File: src/design/svs_pkg.sv
`timescale 1ns / 1ps
// types, constants and helpers shared by the skinning core
// no dependencies
package svs_pkg;

  localparam int WORDS_PER_BONE = 12;
  localparam int ONE_Q16        = 65536;

  localparam logic CMD_LOAD   = 1'b0;
  localparam logic CMD_WEIGHT = 1'b1;

  typedef enum logic [2:0] {
    ST_IDLE,
    ST_LOAD,
    ST_FETCH,
    ST_DRAIN,
    ST_EMIT
  } svs_state_e;

  typedef struct packed {
    logic       in_ready;
    logic       accept;
    logic       load_wr;
    logic       rd_valid;
    logic [3:0] rd_word;
    logic       emit;
  } svs_cmd_t;

  typedef struct packed {
    logic in_valid;
    logic in_is_weight;
    logic in_bone_ok;
    logic in_last;
    logic last_q;
    logic rows_done;
    logic out_free;
  } svs_stat_t;

  function automatic logic signed [31:0] sat32(input logic signed [63:0] x);
    logic signed [31:0] r;
    if (x > 64'sd2147483647) begin
      r = 32'sh7FFFFFFF;
    end else if (x < -64'sd2147483648) begin
      r = 32'sh80000000;
    end else begin
      r = x[31:0];
    end
    return r;
  endfunction

endpackage

File: src/design/svs_ctrl.sv
`timescale 1ns / 1ps
// sequencer of the skinning core: accepts words, walks the 12 matrix words
// depends on svs_pkg
module svs_ctrl
  import svs_pkg::*;
(
  input  logic      clk_i,
  input  logic      rst_ni,
  input  svs_stat_t stat_i,
  output svs_cmd_t  cmd_o
);

  svs_state_e state_q, state_d;
  logic [3:0] k_q, k_d;

  always_ff @(posedge clk_i or negedge rst_ni) begin
    if (!rst_ni) begin
      state_q <= ST_IDLE;
      k_q     <= '0;
    end else begin
      state_q <= state_d;
      k_q     <= k_d;
    end
  end

  always_comb begin
    state_d = state_q;
    k_d     = k_q;
    unique case (state_q)
      ST_IDLE: begin
        if (stat_i.in_valid) begin
          if (!stat_i.in_is_weight) begin
            state_d = ST_LOAD;
          end else if (stat_i.in_bone_ok) begin
            state_d = ST_FETCH;
          end else if (stat_i.in_last) begin
            state_d = ST_EMIT;
          end
        end
      end
      ST_LOAD: state_d = ST_IDLE;
      ST_FETCH: begin
        if (k_q == 4'd11) begin
          k_d     = '0;
          state_d = ST_DRAIN;
        end else begin
          k_d = k_q + 4'd1;
        end
      end
      ST_DRAIN: begin
        if (stat_i.rows_done) begin
          state_d = stat_i.last_q ? ST_EMIT : ST_IDLE;
        end
      end
      ST_EMIT: begin
        if (stat_i.out_free) begin
          state_d = ST_IDLE;
        end
      end
      default: state_d = ST_IDLE;
    endcase
  end

  always_comb begin
    cmd_o = '0;
    unique case (state_q)
      ST_IDLE: begin
        cmd_o.in_ready = 1'b1;
        cmd_o.accept   = stat_i.in_valid;
      end
      ST_LOAD: cmd_o.load_wr = 1'b1;
      ST_FETCH: begin
        cmd_o.rd_valid = 1'b1;
        cmd_o.rd_word  = k_q;
      end
      ST_DRAIN: cmd_o = '0;
      ST_EMIT: cmd_o.emit = stat_i.out_free;
      default: cmd_o = '0;
    endcase
  end

  a_word_range: assert property (@(posedge clk_i) disable iff (!rst_ni)
    cmd_o.rd_valid |-> cmd_o.rd_word <= 4'd11)
    else $error("matrix word index out of range");

  a_emit_free: assert property (@(posedge clk_i) disable iff (!rst_ni)
    cmd_o.emit |-> stat_i.out_free)
    else $error("emit into a full output register");

  a_weight_fetch: assert property (@(posedge clk_i) disable iff (!rst_ni)
    (cmd_o.accept && stat_i.in_is_weight && stat_i.in_bone_ok) |=> state_q == ST_FETCH)
    else $error("weight word did not start a fetch");

endmodule

File: config.mk
export PLATFORM = sky130hd
export DESIGN_NAME = svs_ctrl
export DESIGN_NICKNAME = d
export VERILOG_FILES = /design/src/design/svs_pkg.sv /design/src/design/svs_ctrl.sv
export SDC_FILE = /design/constraint.sdc
export NUM_CORES = 1
export LEC_CHECK = 0
export ABC_AREA = 1
export BUFFER_PORTS_ARGS = -buffer_cell sky130_fd_sc_hd__buf_2
export CORE_AREA = 2 2 39 41
export CTS_CLUSTER_DIAMETER = 100
export CTS_CLUSTER_SIZE = 40
export DETAILED_ROUTE_END_ITERATION = 6
export DIE_AREA = 0 0 41 43
export GPL_TIMING_DRIVEN = 0
export MAX_ROUTING_LAYER = met4
export PLACE_DENSITY = 0.64
export SETUP_SLACK_MARGIN = 0.1
export SYNTH_ARGS = -nofsm -noshare
export SYNTH_HDL_FRONTEND = slang
export SYNTH_SLANG_ARGS = --single-unit
export TNS_END_PERCENT = 20
File: constraint.sdc
create_clock -name clk_i -period 2.5 [get_ports clk_i]
set_input_delay 0 -clock clk_i [delete_from_list [all_inputs] [get_ports clk_i]]
set_output_delay 0 -clock clk_i [all_outputs]
set_load 0.005 [all_outputs]
==> results.tsv <==
stage	metric	value	unit
outcome	outcome	finished, final reports clean	
critical_path	cp_slowest_cell	dfrtp_1	
placement	place_hpwl	879	um
power_and_ir_drop	p_leak	0.372	nW
placement	io_buffers	17	
route	drc	0	
grt	track_usage	15.3	%
timing	finalSetupTns	0	ns
clock_network	clk_latency	0.24	ns
logic_synthesis	synthTopCellsByCount	nand2_1, nor2_1, inv_1	
route	first_iter_violations	13	
hold_path	min_from	stat_i[1]	
logic_synthesis	ys_ff_latch	7	
critical_path	crit_required	2.50	ns
clock_network	postCtsSetupBuffers	0	
logic_synthesis	synth_top_area_share	35.4	%
route	vias	538	
timing	tightest_slew	0.301	ns
critical_path	critPathArrivalTime	1.33	ns
critical_path	max_stage_delay	0.44	ns
critical_path	path_max_fanout	8	
floorplanning	core-area	1380	um2
floorplanning	die_y	43	um
route	ant_nets	0	
logic_synthesis	syn_nets	86	
logic_synthesis	synth_edf_count	0	
clock_network	postCtsHoldBufs	1	
timing	min_period_over_period	53.0	%
clock_network	cts_tree	built	
final_layout	drive_gt1_share	29.6	%
route	wl_per_cell	9.26	um
critical_path	critPathKind	flop to primary output	
logic_synthesis	yosys_warnings	0	
clock_network	ctsResizeCount	0	
logic_synthesis	synth_adder_area_share	2.53	%
critical_path	reg2reg_from	state_q[0]$_DFFE_PN0P_	
logic_synthesis	netlist_instances	76	
logic_synthesis	synth_xor_area_share	0	%
final_layout	regArea	175	um2
clock_network	h-tree-depth	1	
logic_synthesis	synth_top_family_by_area	simple AND/OR/NAND/NOR gates	
grt	gr-total-overflow	0	
final_layout	num_antenna_cells	0	
final_layout	syn_to_final_growth	28.6	%
power_and_ir_drop	power_density	1080	nW/um2
logic_synthesis	synthMuxAreaShare	0	%
clock_network	clkTransAtPathRegs	0.05	ns
logic_synthesis	ys_types	15	
power_and_ir_drop	power	0.686	mW
floorplanning	io_pins	18	
route	drt-total-wl	1060	um
grt	antenna_found_initial	0	
final_layout	multi_input_area	270	um2
logic_synthesis	synth_area_leaders	dfrtp_1, nand2_1, nor2_1	
floorplanning	initial_core_util	35.7	%
route	vias_per_cell	4.72	
placement	place_congestion	0.807	
hold_path	hp-class	input port to flop	
logic_synthesis	synthSimpleGateAreaFrac	47.1	%
critical_path	worstRegToRegCells	7	
flow_run	drv_cap	0	
logic_synthesis	yosysTopAreaCell	dfrtp_1	
timing	setup-violations-final	0	
route	first_pass_iters	4	
power_and_ir_drop	peakVddDrop	399	uV
logic_synthesis	async_flop_share	100	%
critical_path	crit_chain	inv_1 -> nand3_2 -> nor2_1 -> buf_2	
logic_synthesis	synthFlopType	dfrtp_1	
floorplanning	die_area	1760	um2
logic_synthesis	ys_seq_area_share	35.4	%
clock_network	cts_buffer_depth	2	
clock_network	clock_sinks	7	
grt	grt_pass1_vias	466	
grt	grt_max_degree	9	
logic_synthesis	yosysMostFrequentCell	nand2_1	
critical_path	ff2ff_setup_slack	1.31	ns
critical_path	worst_r2r_endpoint	state_q[1]$_DFFE_PN0P_	
timing	slew_headroom	79.9	%
timing	maxSlewViolCount	0	
logic_synthesis	syn_area	494	um2
timing	rsz0062_at_grt	false	
timing	period_needed	1.33	ns
floorplanning	die_w	41	um
timing	fin_worst_skew	0.00235	ns
hold_path	min_path_cells	4	
final_layout	final_nets	109	
logic_synthesis	synth_compound_area_share	5.06	%
critical_path	critPathLaunchType	flop	
clock_network	cts-root-buf	clkbuf_4	
logic_synthesis	syn_area_per_cell	6.50	um2
timing	hold_violations	0	
clock_network	cts_inserted_buffers	3	
timing	fmax	0.754	GHz
hold_path	holdPathEnd	state_q[0]$_DFFE_PN0P_	
critical_path	critPathCaptureType	primary output	
floorplanning	rows	14	
final_layout	fillCellCount	152	
grt	grt_pass1_wl	1800	um
-- power breakdown --
| part | internal [mW] | total, mW | switching [mW] |
|---|---|---|---|
| Combinational | 0.143 | 0.363 | 0.220 |
| Clock | 0.0607 | 0.0989 | 0.0382 |
| Sequential | 0.164 | 0.224 | 0.0597 |
-- metrics by stage --
| stage | area [um2] | hold slack [ns] | utilization (%) | worst slack, ns | cells |
|---|---|---|---|---|---|
| final | 636 | 0.0475 | 45.9 | 1.17 | 114 |
| after global routing | 636 | 0.0874 | 45.9 | 1.08 | 114 |
| after CTS | 636 | 0.0439 | 45.9 | 1.17 | 114 |
| after detailed placement | 599 | -0.155 | 43.3 | 1.31 | 109 |
| after global placement | 599 | -0.160 | 43.3 | 1.32 | 109 |
| after floorplan | 494 | -0.296 | - | 1.42 | 76 |
-- critical path: cells and delay by family (launching register included) --
family,cells,cell delay (ns)
simple gates,2,0.36
flops,1,0.44
buf+inv,2,0.28
-- logic make-up (layout without fill, tap and decap cells) --
group,Yosys count,in the layout
AO/OA/AOI/OAI,5,5
adder cells (fa/ha/maj),1,1
buffers and inverters,13,35
flip-flops,7,7
AND/OR/NAND/NOR,50,50
-- cell usage in the layout (no fill, tap or decap) --
cell / instances
nor2_2: 2
nor2_4: 1
nand2_2: 3
inv_1: 11
buf_2: 17
nand2_1: 16
inv_2: 2
nand3_2: 1
nand4_1: 3
nor2_1: 15
clkbuf_4: 3
dlygate4sd3_1: 1
dfrtp_1: 7
nand3_1: 8
clkbuf_1: 1
a21oi_1: 2
nor3_1: 1
o21ai_0: 3
ha_1: 1
-- area by class of cell --
type,instances,area share [%]
flip-flops and latches,7,27.6
inverters,13,7.68
repair buffers,18,15.0
clock buffers,4,4.13
well taps,16,3.15
multi-input cells,56,42.5
-- state kept, by name, summed over array words and instances, names as in the netlist --
register and flops:
state_q 3, k_q 4
-- worst max-delay path by stage --
stage | from | endpoint | slack (ns) | cells after the start
CTS | state_q[0]$_DFFE_PN0P_ | cmd_o[1] | 1.17 | 4
global placement | state_q[0]$_DFFE_PN0P_ | state_q[0]$_DFFE_PN0P_ | 1.32 | 6
detailed placement | state_q[0]$_DFFE_PN0P_ | state_q[0]$_DFFE_PN0P_ | 1.31 | 6
floorplan | state_q[0]$_DFFE_PN0P_ | state_q[1]$_DFFE_PN0P_ | 1.42 | 6
global route | state_q[0]$_DFFE_PN0P_ | cmd_o[4] | 1.08 | 4
finish | state_q[0]$_DFFE_PN0P_ | cmd_o[1] | 1.17 | 4
-- per-layer routing --
metal  track usage (%)  vias to the layer above  wire length [um]
met2              24.7                       17               508
li1                  -                      284                 -
met1              17.5                      235               483
met5                 -                        -                 0
met4              8.00                        0                14
met3              1.57                        2                49
No activity file was read; power rests on OpenSTA's default activity.
